<file path="config.mk">
export PLATFORM = sky130hd
export DESIGN_NAME = md5_stream_hash
export DESIGN_NICKNAME = d
export VERILOG_FILES = /design/src/hdl/md5s_pkg.sv /design/src/hdl/md5s_buf.sv /design/src/hdl/md5s_core.sv /design/src/hdl/md5_stream_hash.sv
export SDC_FILE = /design/constraint.sdc
export NUM_CORES = 2
export LEC_CHECK = 0
export BUFFER_PORTS_ARGS = -buffer_cell sky130_fd_sc_hd__buf_2
export CORE_MARGIN = 2
export CORE_UTILIZATION = 44
export CTS_CLUSTER_DIAMETER = 80
export CTS_CLUSTER_SIZE = 20
export DETAILED_ROUTE_END_ITERATION = 10
export PLACE_DENSITY_LB_ADDON = 0.08
export SETUP_SLACK_MARGIN = 0.1
export SLEW_MARGIN = 10
export SYNTH_ARGS = -nofsm -noshare
export SYNTH_HDL_FRONTEND = slang
export SYNTH_HIERARCHICAL = 1
export SYNTH_SLANG_ARGS = --single-unit
</file>
<file path="constraint.sdc">
create_clock -name i_clk -period 15.33 [get_ports i_clk]
set_input_delay 0.7665 -clock i_clk [delete_from_list [all_inputs] [get_ports i_clk]]
set_output_delay 0.7665 -clock i_clk [all_outputs]
set_load 0.1 [all_outputs]
</file>
<file path="src/hdl/md5s_pkg.sv">
// ----------------------------------------------------------------------------
// md5s_pkg
// Shared types, constants and round functions for the streaming md5 hasher.
// ----------------------------------------------------------------------------
`default_nettype none

package md5s_pkg;

    localparam int unsigned CNT_W = 61;

    localparam logic [31:0] IV_A = 32'h67452301;
    localparam logic [31:0] IV_B = 32'hEFCDAB89;
    localparam logic [31:0] IV_C = 32'h98BADCFE;
    localparam logic [31:0] IV_D = 32'h10325476;
    localparam logic [3:0][31:0] IV_WORDS = {IV_D, IV_C, IV_B, IV_A};

    localparam logic [7:0] PAD_BYTE = 8'h80;

    // last word index that leaves room for the length in the same block
    localparam logic [3:0] LAST_DATA_WORD = 4'd13;
    localparam logic [3:0] LEN_LO_WORD    = 4'd14;
    localparam logic [3:0] LEN_HI_WORD    = 4'd15;
    localparam logic [5:0] LAST_ROUND     = 6'd63;
    localparam logic [5:0] LAST_BYTE_POS  = 6'd63;
    localparam logic [1:0] LAST_LANE      = 2'd3;

    typedef enum logic [2:0] {
        ST_LOAD,
        ST_COMP,
        ST_PAD,
        ST_PCOMP1,
        ST_PCOMP2,
        ST_OUT
    } t_state;

    typedef struct packed {
        logic start;
        logic reinit;
    } t_core_ctl;

    typedef struct packed {
        logic busy;
        logic done;
    } t_core_sts;

    localparam logic [31:0] K_TAB [0:63] = '{
        32'hd76aa478, 32'he8c7b756, 32'h242070db, 32'hc1bdceee,
        32'hf57c0faf, 32'h4787c62a, 32'ha8304613, 32'hfd469501,
        32'h698098d8, 32'h8b44f7af, 32'hffff5bb1, 32'h895cd7be,
        32'h6b901122, 32'hfd987193, 32'ha679438e, 32'h49b40821,
        32'hf61e2562, 32'hc040b340, 32'h265e5a51, 32'he9b6c7aa,
        32'hd62f105d, 32'h02441453, 32'hd8a1e681, 32'he7d3fbc8,
        32'h21e1cde6, 32'hc33707d6, 32'hf4d50d87, 32'h455a14ed,
        32'ha9e3e905, 32'hfcefa3f8, 32'h676f02d9, 32'h8d2a4c8a,
        32'hfffa3942, 32'h8771f681, 32'h6d9d6122, 32'hfde5380c,
        32'ha4beea44, 32'h4bdecfa9, 32'hf6bb4b60, 32'hbebfbc70,
        32'h289b7ec6, 32'heaa127fa, 32'hd4ef3085, 32'h04881d05,
        32'hd9d4d039, 32'he6db99e5, 32'h1fa27cf8, 32'hc4ac5665,
        32'hf4292244, 32'h432aff97, 32'hab9423a7, 32'hfc93a039,
        32'h655b59c3, 32'h8f0ccc92, 32'hffeff47d, 32'h85845dd1,
        32'h6fa87e4f, 32'hfe2ce6e0, 32'ha3014314, 32'h4e0811a1,
        32'hf7537e82, 32'hbd3af235, 32'h2ad7d2bb, 32'heb86d391
    };

    // rotate amounts, indexed by {round group, round mod 4}
    localparam logic [4:0] S_TAB [0:15] = '{
        5'd7, 5'd12, 5'd17, 5'd22,
        5'd5, 5'd9,  5'd14, 5'd20,
        5'd4, 5'd11, 5'd16, 5'd23,
        5'd6, 5'd10, 5'd15, 5'd21
    };

    function automatic logic [31:0] round_const(input logic [5:0] r);
        return K_TAB[r];
    endfunction

    function automatic logic [4:0] rot_amt(input logic [5:0] r);
        return S_TAB[{r[5:4], r[1:0]}];
    endfunction

    // message word used by each round
    function automatic logic [3:0] msg_index(input logic [5:0] r);
        logic [3:0] lo;
        logic [3:0] idx;
        lo = r[3:0];
        case (r[5:4])
            2'd0: idx = lo;
            2'd1: idx = {lo[1:0], 2'b00} + lo + 4'd1;
            2'd2: idx = {lo[2:0], 1'b0} + lo + 4'd5;
            2'd3: idx = {lo[0], 3'b000} - lo;
            default: idx = lo;
        endcase
        return idx;
    endfunction

    function automatic logic [31:0] round_fn(input logic [5:0] r, input logic [31:0] b,
                                             input logic [31:0] c, input logic [31:0] d);
        logic [31:0] f;
        case (r[5:4])
            2'd0: f = (b & c) | (~b & d);
            2'd1: f = (b & d) | (c & ~d);
            2'd2: f = b ^ c ^ d;
            2'd3: f = c ^ (b | ~d);
            default: f = '0;
        endcase
        return f;
    endfunction

endpackage

`default_nettype wire

</file>
<file path="src/hdl/md5s_buf.sv">
// ----------------------------------------------------------------------------
// md5s_buf
// 16 x 32 block buffer, one write port and one registered read port.
// ----------------------------------------------------------------------------
`default_nettype none

module md5s_buf (
    input  wire logic        i_clk,
    input  wire logic        i_we,
    input  wire logic [3:0]  i_wr_addr,
    input  wire logic [31:0] i_wr_data,
    input  wire logic [3:0]  i_rd_addr,
    output logic      [31:0] o_rd_data
);

    logic [31:0] r_mem [0:15];
    logic [31:0] r_rd_data;

    always_ff @(posedge i_clk) begin
        if (i_we) begin
            r_mem[i_wr_addr] <= i_wr_data;
        end
    end

    always_ff @(posedge i_clk) begin
        r_rd_data <= r_mem[i_rd_addr];
    end

    assign o_rd_data = r_rd_data;

endmodule

`default_nettype wire

</file>
<file path="src/hdl/md5s_core.sv">
// ----------------------------------------------------------------------------
// md5s_core
// Compression engine: one md5 round per cycle, message words from the buffer.
// ----------------------------------------------------------------------------
`default_nettype none

module md5s_core (
    input  wire logic                  i_clk,
    input  wire logic                  i_rst_n,
    input  wire md5s_pkg::t_core_ctl   i_ctl,
    output md5s_pkg::t_core_sts        o_sts,
    output logic [3:0]                 o_rd_addr,
    input  wire logic [31:0]           i_rd_data,
    output logic [3:0][31:0]           o_chain
);

    logic             r_busy;
    logic             r_run;
    logic [5:0]       r_round;
    logic [31:0]      r_a, r_b, r_c, r_d;
    logic [3:0][31:0] r_chain;

    logic [31:0] w_f;
    logic [31:0] w_sum;
    logic [63:0] w_dbl;
    logic [31:0] w_new_b;
    logic        w_done;

    assign w_f     = md5s_pkg::round_fn(r_round, r_b, r_c, r_d);
    assign w_sum   = r_a + w_f + i_rd_data + md5s_pkg::round_const(r_round);
    assign w_dbl   = {w_sum, w_sum} << md5s_pkg::rot_amt(r_round);
    assign w_new_b = r_b + w_dbl[63:32];
    assign w_done  = r_run && (r_round == md5s_pkg::LAST_ROUND);

    // fetch one round ahead; the first fetch happens in the priming cycle
    assign o_rd_addr = r_run ? md5s_pkg::msg_index(r_round + 6'd1)
                             : md5s_pkg::msg_index(6'd0);

    always_ff @(posedge i_clk) begin
        if (!i_rst_n) begin
            r_busy  <= 1'b0;
            r_run   <= 1'b0;
            r_round <= '0;
            r_chain <= md5s_pkg::IV_WORDS;
        end else begin
            if (i_ctl.reinit) begin
                r_chain <= md5s_pkg::IV_WORDS;
            end
            if (i_ctl.start) begin
                r_busy  <= 1'b1;
                r_run   <= 1'b0;
                r_round <= '0;
            end else if (r_busy && !r_run) begin
                r_run <= 1'b1;
            end else if (r_run) begin
                r_round <= r_round + 6'd1;
                if (w_done) begin
                    r_busy     <= 1'b0;
                    r_run      <= 1'b0;
                    r_chain[0] <= r_chain[0] + r_d;
                    r_chain[1] <= r_chain[1] + w_new_b;
                    r_chain[2] <= r_chain[2] + r_b;
                    r_chain[3] <= r_chain[3] + r_c;
                end
            end
        end
    end

    always_ff @(posedge i_clk) begin
        if (i_ctl.start) begin
            r_a <= r_chain[0];
            r_b <= r_chain[1];
            r_c <= r_chain[2];
            r_d <= r_chain[3];
        end else if (r_run) begin
            r_a <= r_d;
            r_d <= r_c;
            r_c <= r_b;
            r_b <= w_new_b;
        end
    end

    assign o_sts.busy = r_busy;
    assign o_sts.done = w_done;
    assign o_chain    = r_chain;

endmodule

`default_nettype wire

</file>
<file path="src/hdl/md5_stream_hash.sv">
// ----------------------------------------------------------------------------
// md5_stream_hash
// Byte-serial md5 hasher: packs bytes into a block buffer, pads, compresses.
// ----------------------------------------------------------------------------
// loading: one byte word is taken per cycle while loading; a full block then
//   holds the input while the core primes its first fetch and runs 64 rounds, one round
//   per cycle out of the block buffer read port
// message end: 16 - (bytes mod 64)/4 padding writes, then a compression; with 8
//   or fewer bytes of room, 16 more writes and a second compression, then 4 digest words
// reset: chaining words go to the md5 initial values and the byte count to zero;
//   the block buffer is not cleared, every word is written before it is read
`default_nettype none

module md5_stream_hash (
    input  wire logic        i_clk,
    input  wire logic        i_rst_n,
    // input byte stream
    input  wire logic        i_s_axis_tvalid,
    output logic             o_s_axis_tready,
    input  wire logic [7:0]  i_s_axis_tdata,   // [7:0] message_byte
    input  wire logic        i_s_axis_tuser,   // [0] has_byte
    input  wire logic        i_s_axis_tlast,   // message_last
    // digest stream
    output logic             o_m_axis_tvalid,
    input  wire logic        i_m_axis_tready,
    output logic [31:0]      o_m_axis_tdata,   // [31:0] digest_word
    output logic             o_m_axis_tlast    // digest_last
);

    md5s_pkg::t_state    r_state, n_state;
    logic [md5s_pkg::CNT_W-1:0] r_cnt, n_cnt;
    logic [31:0]         r_word, n_word;      // partial word, lower lanes valid
    logic                r_pad_pend, n_pad_pend;
    logic [3:0]          r_widx, n_widx;      // next padding word to write
    logic                r_first, n_first;    // next pad word carries 0x80
    logic                r_final, n_final;    // this block takes the length
    logic [1:0]          r_k, n_k;            // digest word index

    md5s_pkg::t_core_ctl w_ctl;
    md5s_pkg::t_core_sts w_sts;
    logic [3:0][31:0]    w_chain;
    logic [3:0]          w_rd_addr;
    logic [31:0]         w_rd_data;

    logic        w_we;
    logic [3:0]  w_wr_addr;
    logic [31:0] w_wr_data;

    logic        w_in_acc;
    logic        w_out_acc;
    logic        w_byte_acc;
    logic [1:0]  w_lane;
    logic [4:0]  w_lane_sh;
    logic [31:0] w_byte_word;
    logic [31:0] w_pad80_word;
    logic [31:0] w_pad_data;
    logic [63:0] w_bits;
    logic        w_enter_pad;

    assign w_in_acc   = i_s_axis_tvalid && o_s_axis_tready;
    assign w_out_acc  = o_m_axis_tvalid && i_m_axis_tready;
    assign w_byte_acc = w_in_acc && i_s_axis_tuser;

    // byte lanes fill little-endian; lane zero starts a fresh word
    assign w_lane    = r_cnt[1:0];
    assign w_lane_sh = {w_lane, 3'b000};
    assign w_byte_word  = (w_lane == 2'd0) ? {24'd0, i_s_axis_tdata}
                        : (r_word | ({24'd0, i_s_axis_tdata} << w_lane_sh));
    assign w_pad80_word = (w_lane == 2'd0) ? {24'd0, md5s_pkg::PAD_BYTE}
                        : (r_word | ({24'd0, md5s_pkg::PAD_BYTE} << w_lane_sh));

    // message length in bits, modulo 2^64
    assign w_bits = {r_cnt, 3'b000};

    always_comb begin
        if (r_first) begin
            w_pad_data = w_pad80_word;
        end else if (r_final && (r_widx == md5s_pkg::LEN_LO_WORD)) begin
            w_pad_data = w_bits[31:0];
        end else if (r_final && (r_widx == md5s_pkg::LEN_HI_WORD)) begin
            w_pad_data = w_bits[63:32];
        end else begin
            w_pad_data = '0;
        end
    end

    // next state
    always_comb begin
        n_state = r_state;
        case (r_state)
            md5s_pkg::ST_LOAD: begin
                if (w_in_acc) begin
                    if (i_s_axis_tuser && (r_cnt[5:0] == md5s_pkg::LAST_BYTE_POS)) begin
                        n_state = md5s_pkg::ST_COMP;
                    end else if (i_s_axis_tlast) begin
                        n_state = md5s_pkg::ST_PAD;
                    end
                end
            end
            md5s_pkg::ST_COMP: begin
                if (w_sts.done) begin
                    n_state = r_pad_pend ? md5s_pkg::ST_PAD : md5s_pkg::ST_LOAD;
                end
            end
            md5s_pkg::ST_PAD: begin
                if (r_widx == md5s_pkg::LEN_HI_WORD) begin
                    n_state = r_final ? md5s_pkg::ST_PCOMP2 : md5s_pkg::ST_PCOMP1;
                end
            end
            md5s_pkg::ST_PCOMP1: begin
                if (w_sts.done) begin
                    n_state = md5s_pkg::ST_PAD;
                end
            end
            md5s_pkg::ST_PCOMP2: begin
                if (w_sts.done) begin
                    n_state = md5s_pkg::ST_OUT;
                end
            end
            md5s_pkg::ST_OUT: begin
                if (w_out_acc && (r_k == 2'd3)) begin
                    n_state = md5s_pkg::ST_LOAD;
                end
            end
            default: n_state = md5s_pkg::ST_LOAD;
        endcase
    end

    // datapath registers
    assign w_enter_pad = (n_state == md5s_pkg::ST_PAD) && (r_state != md5s_pkg::ST_PAD);

    always_comb begin
        n_cnt      = r_cnt;
        n_word     = r_word;
        n_pad_pend = r_pad_pend;
        n_widx     = r_widx;
        n_first    = r_first;
        n_final    = r_final;
        n_k        = r_k;

        if (w_byte_acc) begin
            n_cnt  = r_cnt + 61'd1;
            n_word = w_byte_word;
        end
        if ((r_state == md5s_pkg::ST_LOAD) && w_in_acc) begin
            n_pad_pend = i_s_axis_tlast;
        end

        if (r_state == md5s_pkg::ST_PAD) begin
            n_widx  = r_widx + 4'd1;
            n_first = 1'b0;
        end
        if (w_enter_pad) begin
            if (r_state == md5s_pkg::ST_PCOMP1) begin
                // overflow block: length goes in a fresh block of zeros
                n_widx  = '0;
                n_first = 1'b0;
                n_final = 1'b1;
            end else begin
                n_widx  = n_cnt[5:2];
                n_first = 1'b1;
                n_final = (n_cnt[5:2] <= md5s_pkg::LAST_DATA_WORD);
            end
        end

        if (r_state != md5s_pkg::ST_OUT) begin
            n_k = '0;
        end else if (w_out_acc) begin
            n_k = r_k + 2'd1;
            if (r_k == 2'd3) begin
                n_cnt = '0;
            end
        end
    end

    always_ff @(posedge i_clk) begin
        if (!i_rst_n) begin
            r_state    <= md5s_pkg::ST_LOAD;
            r_cnt      <= '0;
            r_pad_pend <= 1'b0;
            r_widx     <= '0;
            r_first    <= 1'b0;
            r_final    <= 1'b0;
            r_k        <= '0;
        end else begin
            r_state    <= n_state;
            r_cnt      <= n_cnt;
            r_pad_pend <= n_pad_pend;
            r_widx     <= n_widx;
            r_first    <= n_first;
            r_final    <= n_final;
            r_k        <= n_k;
        end
    end

    always_ff @(posedge i_clk) begin
        r_word <= n_word;
    end

    // outputs and control
    always_comb begin
        o_s_axis_tready = (r_state == md5s_pkg::ST_LOAD);
        o_m_axis_tvalid = (r_state == md5s_pkg::ST_OUT);
        o_m_axis_tdata  = w_chain[r_k];
        o_m_axis_tlast  = (r_k == 2'd3);

        w_we      = 1'b0;
        w_wr_addr = r_cnt[5:2];
        w_wr_data = w_byte_word;
        if (r_state == md5s_pkg::ST_PAD) begin
            w_we      = 1'b1;
            w_wr_addr = r_widx;
            w_wr_data = w_pad_data;
        end else if (w_byte_acc && (w_lane == md5s_pkg::LAST_LANE)) begin
            w_we = 1'b1;
        end

        // a full block, or the last padding word, kicks off a compression
        w_ctl.start  = ((r_state == md5s_pkg::ST_LOAD) && (n_state == md5s_pkg::ST_COMP))
                    || ((r_state == md5s_pkg::ST_PAD) && (r_widx == md5s_pkg::LEN_HI_WORD));
        w_ctl.reinit = (r_state == md5s_pkg::ST_OUT) && w_out_acc && (r_k == 2'd3);
    end

    md5s_buf u_buf (
        .i_clk     (i_clk),
        .i_we      (w_we),
        .i_wr_addr (w_wr_addr),
        .i_wr_data (w_wr_data),
        .i_rd_addr (w_rd_addr),
        .o_rd_data (w_rd_data)
    );

    md5s_core u_core (
        .i_clk     (i_clk),
        .i_rst_n   (i_rst_n),
        .i_ctl     (w_ctl),
        .o_sts     (w_sts),
        .o_rd_addr (w_rd_addr),
        .i_rd_data (w_rd_data),
        .o_chain   (w_chain)
    );

    // the buffer is never written while rounds read it
    a_no_write_busy: assert property (@(posedge i_clk) disable iff (!i_rst_n)
        w_we |-> !w_sts.busy)
        else $error("block buffer written during compression");

    // a compression starts only on an idle engine
    a_start_idle: assert property (@(posedge i_clk) disable iff (!i_rst_n)
        w_ctl.start |-> !w_sts.busy)
        else $error("compression started while engine busy");

    // a full-block compression always sits on a 64-byte boundary
    a_comp_aligned: assert property (@(posedge i_clk) disable iff (!i_rst_n)
        (r_state == md5s_pkg::ST_COMP) |-> (r_cnt[5:0] == 6'd0))
        else $error("block compressed off a block boundary");

    // after the final digest word the block is back to taking bytes with a clear count
    a_digest_end: assert property (@(posedge i_clk) disable iff (!i_rst_n)
        (w_out_acc && o_m_axis_tlast) |=> (o_s_axis_tready && (r_cnt == '0)))
        else $error("hasher not reset after digest");

endmodule

`default_nettype wire

</file>
After elaboration in Yosys (flattened, before gate mapping)

Memory sizes are Yosys's and may differ from the RTL's. A register that Yosys moved wholly into a read port is not among the register bits.
Index checks and enable logic that the tools add are counted.

Flip-flop bits (word level): 369
RAM bits: 512
ROM bits: 2128
Bits of input ports: 14
Logic and storage cells: 177
Memories: 3

Memories:

| memory          | depth | width | read ports | clocked after Yosys merged registers in | write ports | line           | RTL |
|---|---|---|---|---|---|---|---|
| (no name shown) | 64    | 32    | 1          | 0                                       | 0           | md5s_pkg.sv:74 | `return K_TAB[r];` |
| u_buf.r_mem     | 16    | 32    | 1          | 1                                       | 1           | md5s_buf.sv:16 | `logic [31:0] r_mem [0:15];` |
| (no name shown) | 16    | 5     | 1          | 0                                       | 0           | md5s_pkg.sv:78 | `return S_TAB[{r[5:4], r[1:0]}];` |

Add/subtract/negate cells: 17
Magnitude comparators: 4
Equality and inequality tests: 22
Shift-type cells: 3
Multiplexer cells: 62
Bitwise logic cells: 18
Reduce and logical (&&, ||, !) cells: 29

Operators by type and width:

| kind                    | number |
|---|---|
| $mux W128               | 5 |
| $mux W32                | 17 |
| $add A32 B32 Y32        | 8 |
| $mux W61                | 4 |
| $or A32 B32 Y32         | 5 |
| $and A32 B32 Y32        | 4 |
| $pmux W32 S4            | 1 |
| $xor A32 B32 Y32        | 3 |
| $bmux W32 S2            | 1 |
| $not A32 Y32            | 2 |
| $shl A64 B5 Y64         | 1 |
| $add A61 B1 Y61 const B | 1 |
| $shl A8 B5 Y32          | 1 |
| $shl A8 B5 Y32 const A  | 1 |
| $mux W3                 | 9 |
| $mux W4                 | 5 |
| $pmux W3 S6             | 1 |
| $logic_and A1 B1 Y1     | 16 |
| $pmux W4 S4             | 1 |
| $mux W1                 | 15 |
| $eq A2 B2 Y1 const B    | 6 |
| $eq A6 B6 Y1 const B    | 2 |
| $mux W5                 | 2 |
| $eq A3 B2 Y1 const B    | 3 |
| 29 further kinds        | 41 |

Depth between registers and ports, before layout

Word-level depth: 14
Gate-level depth with buffers: 60
Depth with buffers taken out: 55

By module

The synthesis kept the hierarchy.

By module, submodules not included:

| module          | times used | cells each | area an instance (sq um) |
|---|---|---|---|
| md5s_core       | 1          | 3511       | 28005.6 |
| md5s_buf        | 1          | 838        | 19835.3 |
| md5_stream_hash | 1          | 776        | 6892.9 |

Least setup slack after synthesis

OpenSTA, ideal clock, no wires.

Kind: register to register
From: reg u_core.r_round[4]
To: reg u_core.r_chain, in the netlist u_core/o_chain[62]
Library setup time: 0.117 ns
Arrival time: 10.891 ns
Data required time: 15.213 ns
Setup slack: 4.322 ns
Cell stages (with the launch flop): 55
Buffers on the path: 8
Period minus slack after synthesis: 11.008 ns
Cells stage by stage: dfxtp_1 > buf_2 > buf_2 > clkbuf_1 > clkbuf_1 > clkbuf_1 > buf_1 > a221oi_1 > o22ai_1 > fa_1 > fa_1 > inv_1 > ha_1 > clkbuf_1 > nand2_1 > o221a_1 > a221o_1 > a31oi_1 > [19 not listed] > a21o_1 > a21o_1 > a21oi_1 > o21ai_1 > xor2_1 > ha_1 > clkbuf_1 > a22oi_1 > nand2_1 > or4_1 > and3_1 > o21ai_1 > a21boi_1 > or3_1 > a31o_1 > a21oi_1 > xnor2_1 > o22a_1

Word-level cells in the longest chain between the ends: 12
Elaborated cells between the ends (all ways): 32
Those cells by class: 5 x add/sub; 5 x eq/ne; 1 x shift; 13 x mux; 2 x bitwise; 4 x reduce/logical; 2 x memory

Ends and longest elaborated chain:

| item                                                       | line                            | RTL |
|---|---|---|
| start, declared                                            | md5s_core.sv:19                 | `logic [5:0] r_round;` |
| start signal, assigned                                     | md5s_core.sv:56                 | `r_round <= r_round + 6'd1;` |
| $eq A2 B2 Y1, or another cell as far along                 | md5s_pkg.sv:99                  | `case (r[5:4])` |
| $pmux W32 S4 or $mem_v2 Z64 W32 (tied branches)            | --                              |  |
| $add A32 B32 Y32 or $mux W32 (tied branches) (2 in series) | md5s_core.sv:30, md5s_pkg.sv:74 |  |
| $add A32 B32 Y32                                           | md5s_core.sv:30                 | `assign w_sum = r_a + w_f + i_rd_data + md5s_pkg::round_const(r_round);` |
| $shl A64 B5 Y64                                            | md5s_core.sv:31                 | `assign w_dbl = {w_sum, w_sum} << md5s_pkg::rot_amt(r_round);` |
| $add A32 B32 Y32                                           | md5s_core.sv:32                 | `assign w_new_b = r_b + w_dbl[63:32];` |
| $add A32 B32 Y32                                           | md5s_core.sv:61                 | `r_chain[1] <= r_chain[1] + w_new_b;` |
| $mux W128                                                  | md5s_core.sv:57                 | `if (w_done) begin` |
| $mux W128                                                  | md5s_core.sv:55                 | `end else if (r_run) begin` |
| $mux W128                                                  | md5s_core.sv:53                 | `end else if (r_busy && !r_run) begin` |
| $mux W128 *                                                | md5s_core.sv:49                 | `if (i_ctl.start) begin` |
| end signal, assigned                                       | md5s_core.sv:44                 | `r_chain <= md5s_pkg::IV_WORDS;` |
| end signal, assigned                                       | md5s_core.sv:47                 | `r_chain <= md5s_pkg::IV_WORDS;` |
| end, declared                                              | md5s_core.sv:21                 | `logic [3:0][31:0] r_chain;` |

Every way passes the cells marked *; elsewhere a longest branch is shown, timed or not. The select of a mux whose other input is x is not followed.
A chain may end at the register's enable or synchronous reset.

Worst setup path in the final report

From: reg u_core.r_round[1]
To: reg u_core.r_chain, in the netlist u_core/o_chain[62]

Word-level cells in the longest chain between the ends: 12
Elaborated cells between the ends (all ways): 25
Those cells by class: 3 x add/sub; 2 x eq/ne; 1 x shift; 12 x mux; 2 x bitwise; 3 x reduce/logical; 2 x memory

Ends and longest elaborated chain:

| item                                         | line |
|---|---|
| $not A6 Y7 (implied by the code)             | md5s_pkg.sv:74 |
| $mem_v2 Z64 W32                              | -- |
| $mux W32 (implied by the code) (2 in series) | md5s_pkg.sv:74 |
| $add A32 B32 Y32                             | md5s_core.sv:30 |
| $shl A64 B5 Y64                              | md5s_core.sv:31 |
| $add A32 B32 Y32                             | md5s_core.sv:32 |
| $add A32 B32 Y32                             | md5s_core.sv:61 |
| $mux W128                                    | md5s_core.sv:57 |
| $mux W128                                    | md5s_core.sv:55 |
| $mux W128                                    | md5s_core.sv:53 |
| $mux W128 *                                  | md5s_core.sv:49 |

Marked as above.

==> results.md <==
* Status: finished clean
* Overall routing resource usage at 0.281
* Post-layout util at 0.478
* Port buffer count at between 40 and 50
* Global-route wire length before repair at 267 mm
* # DRC at 0
* Vias in the first global route at just under 40k
* GPL Wtd Cong at 1.03
* Layout cells sized above 1 at 0.123
* Mapped Area at around 0.055 mm^2
* Die Footprint at about 0.13 mm^2
* Root buf cell: clkbuf_16
* Postcts setup bufs at 0
* Starting Density at 0.443
* Slowest stage delay, CP at slightly below 1 ns
* Place WS at between 2 and 3 ns
* Cell Rows at approximately 130
* Core ar. at approximately 0.12 mm^2
* Mean Syn Cell Area at approximately 11 um^2
* Clock transition at the registers of the reported paths at around 0.08 ns
* Number of antenna violations at the first check in global routing at 3
* Htree depth at 3
* Routed WL per cell at ~27 um
* WHS at roughly 0.35 ns
* Syn-to-layout area delta at 8.02%
* Hpwl dp at about 120 mm
* CTS tree: yes
* Setup Total Neg Slack at 0 ns
* Overall Power at about 5700 uW
* Final Hold Fails at 0
* Total number of vias at roughly 42k
* Chip width at 357 um
* Worst setup margin at 2.40 ns
* WP data arrival at 13.50 ns
* CTS Hold Bufs at 0
* Period utilisation layout at 0.843
* Cells after synthesis at between 5k and 6k
* RSZ-0062 raised after global routing: no
* Synthesized net count at 5,426
* Die Y at approximately 360 um
* Longest Clk Path Bufs at 3
* CTS Sinks at just over 900
* Max Freq at around 0.077 GHz
* Slew at the pin with the worst max-slew slack at 1.28 ns
* WS Path Type: flip-flop to flip-flop
* Maximum vdd drop at around 110 uV
* Maxcap violations at 0
* Required time of the critical path at between 15 and 20 ns
* Slew Limit Fails at 0
* Ys Warns at 6
* Router iterations before antenna repair at 5
* Critical-path top delay cell: a311oi_1
* Largest fanout on the critical path at 30
* Post-CTS Resized at 0
* Skew final at approximately 0.048 ns
* Largest net degree at the start of global routing at 145
* Grt total ovfl at 0
* Min Tclk post-route at between 10 and 15 ns
* Power per cell area at 95.9 mW/mm^2
* Endpoint type of the worst setup path: flip-flop
* Startpoint Class: flip-flop
* Hold Path Class: input pin to flip-flop
* Pleak at between 0.02 and 0.025 uW
* DRT iter0 DRCs at between 4k and 5k
* ANT nets after route at 0
* Vias per cell at just over 6
* Worst-Skew Late Latency at 0.70 ns
* Fin nets at between 5k and 6k
* Final setup viols at 0
* Routed Wire Length at approximately 180 mm
* I/O Pins at 49
* CTS buffer count at ~70
* Most used cell along the critical path: a21o_1
* Slew headroom at 0.144
-- area by class of cell --
class | count | area (um^2)
Fill cell | 11471 | 64500
Multi-Input combinational cell | 3673 | 27900
Sequential cell | 913 | 25000
Tap cell | 1637 | 2050
Clock buffer | 96 | 1860
Timing Repair Buffer | 146 | 1030
Inverter | 240 | 901
Clock inverter | 29 | 399
Antenna cell | 3 | 7.51
-- path summary, 6_finish.rpt --
path                           from                  to  slack, ns  cells past startpoint
hold reg to reg          r_pad_pend          r_pad_pend       0.48                      2
hold / removal       i_s_axis_tlast          r_pad_pend       0.35                      3
setup reg to reg  u_core/r_round[1]  u_core/o_chain[62]       2.40                     50
setup / recovery  u_core/r_round[1]  u_core/o_chain[62]       2.40                     50
-- routing by layer --
| layer | global-route usage | vias up | part of all wire |
|---|---|---|---|
| li1 | - | 19105 | - |
| met1 | 0.387 | 20907 | 0.43 |
| met2 | 0.461 | 1472 | 0.47 |
| met3 | 0.0388 | 249 | 0.063 |
| met4 | 0.0851 | 0 | 0.032 |
| met5 | 0 | - | 0 |
-- stage by stage --
step                std cells  area (um^2)
global route             6734        59100
finish                   6737        59100
floorplan                5124        54700
detailed placement       6608        56800
global placement         6608        56800
CTS                      6733        59100
-- critical path: cells and delay by family (launching register included) --
family | cells | cell delay, ns
AOI/OAI and AO/OA | 24 | 6.23
xor gates and xnor gates | 2 | 0.28
adders and majority gates | 5 | 1.62
buffers and inverters | 5 | 1.38
DFF | 1 | 0.30
muxes | 3 | 0.68
and+or+nand+nor | 11 | 2.34
-- layout by cell type (no fill, tap or decap), types with 163 or more instances in the layout --
cell and n:
edfxtp_1 672, nand2_1 444, a21oi_1 360, nor2_1 360, o21ai_0 256, dfxtp_1 235, inv_1 234, ha_1 220
nor3_1 170, mux4_2 163
-- where the power goes --
group          internal (uW)  total [uW]  switching [uW]
Sequential              2700        2710            9.56
Combinational            399        1050             650
Clock                    926        1910             986
Total                   4030        5670            1650
-- sequential cells by signal (all words and copies together), names as in the netlist, 2 cells and up --
name,cells
r_cnt,61
r_k,2
r_state,3
r_widx,4
r_word,32
u_buf/o_rd_data,32
u_buf/r_mem,512
u_core/o_chain,128
u_core/r_a,32
u_core/r_b,32
u_core/r_c,32
u_core/r_d,32
u_core/r_round,6
(Power assumes the default switching activity.)
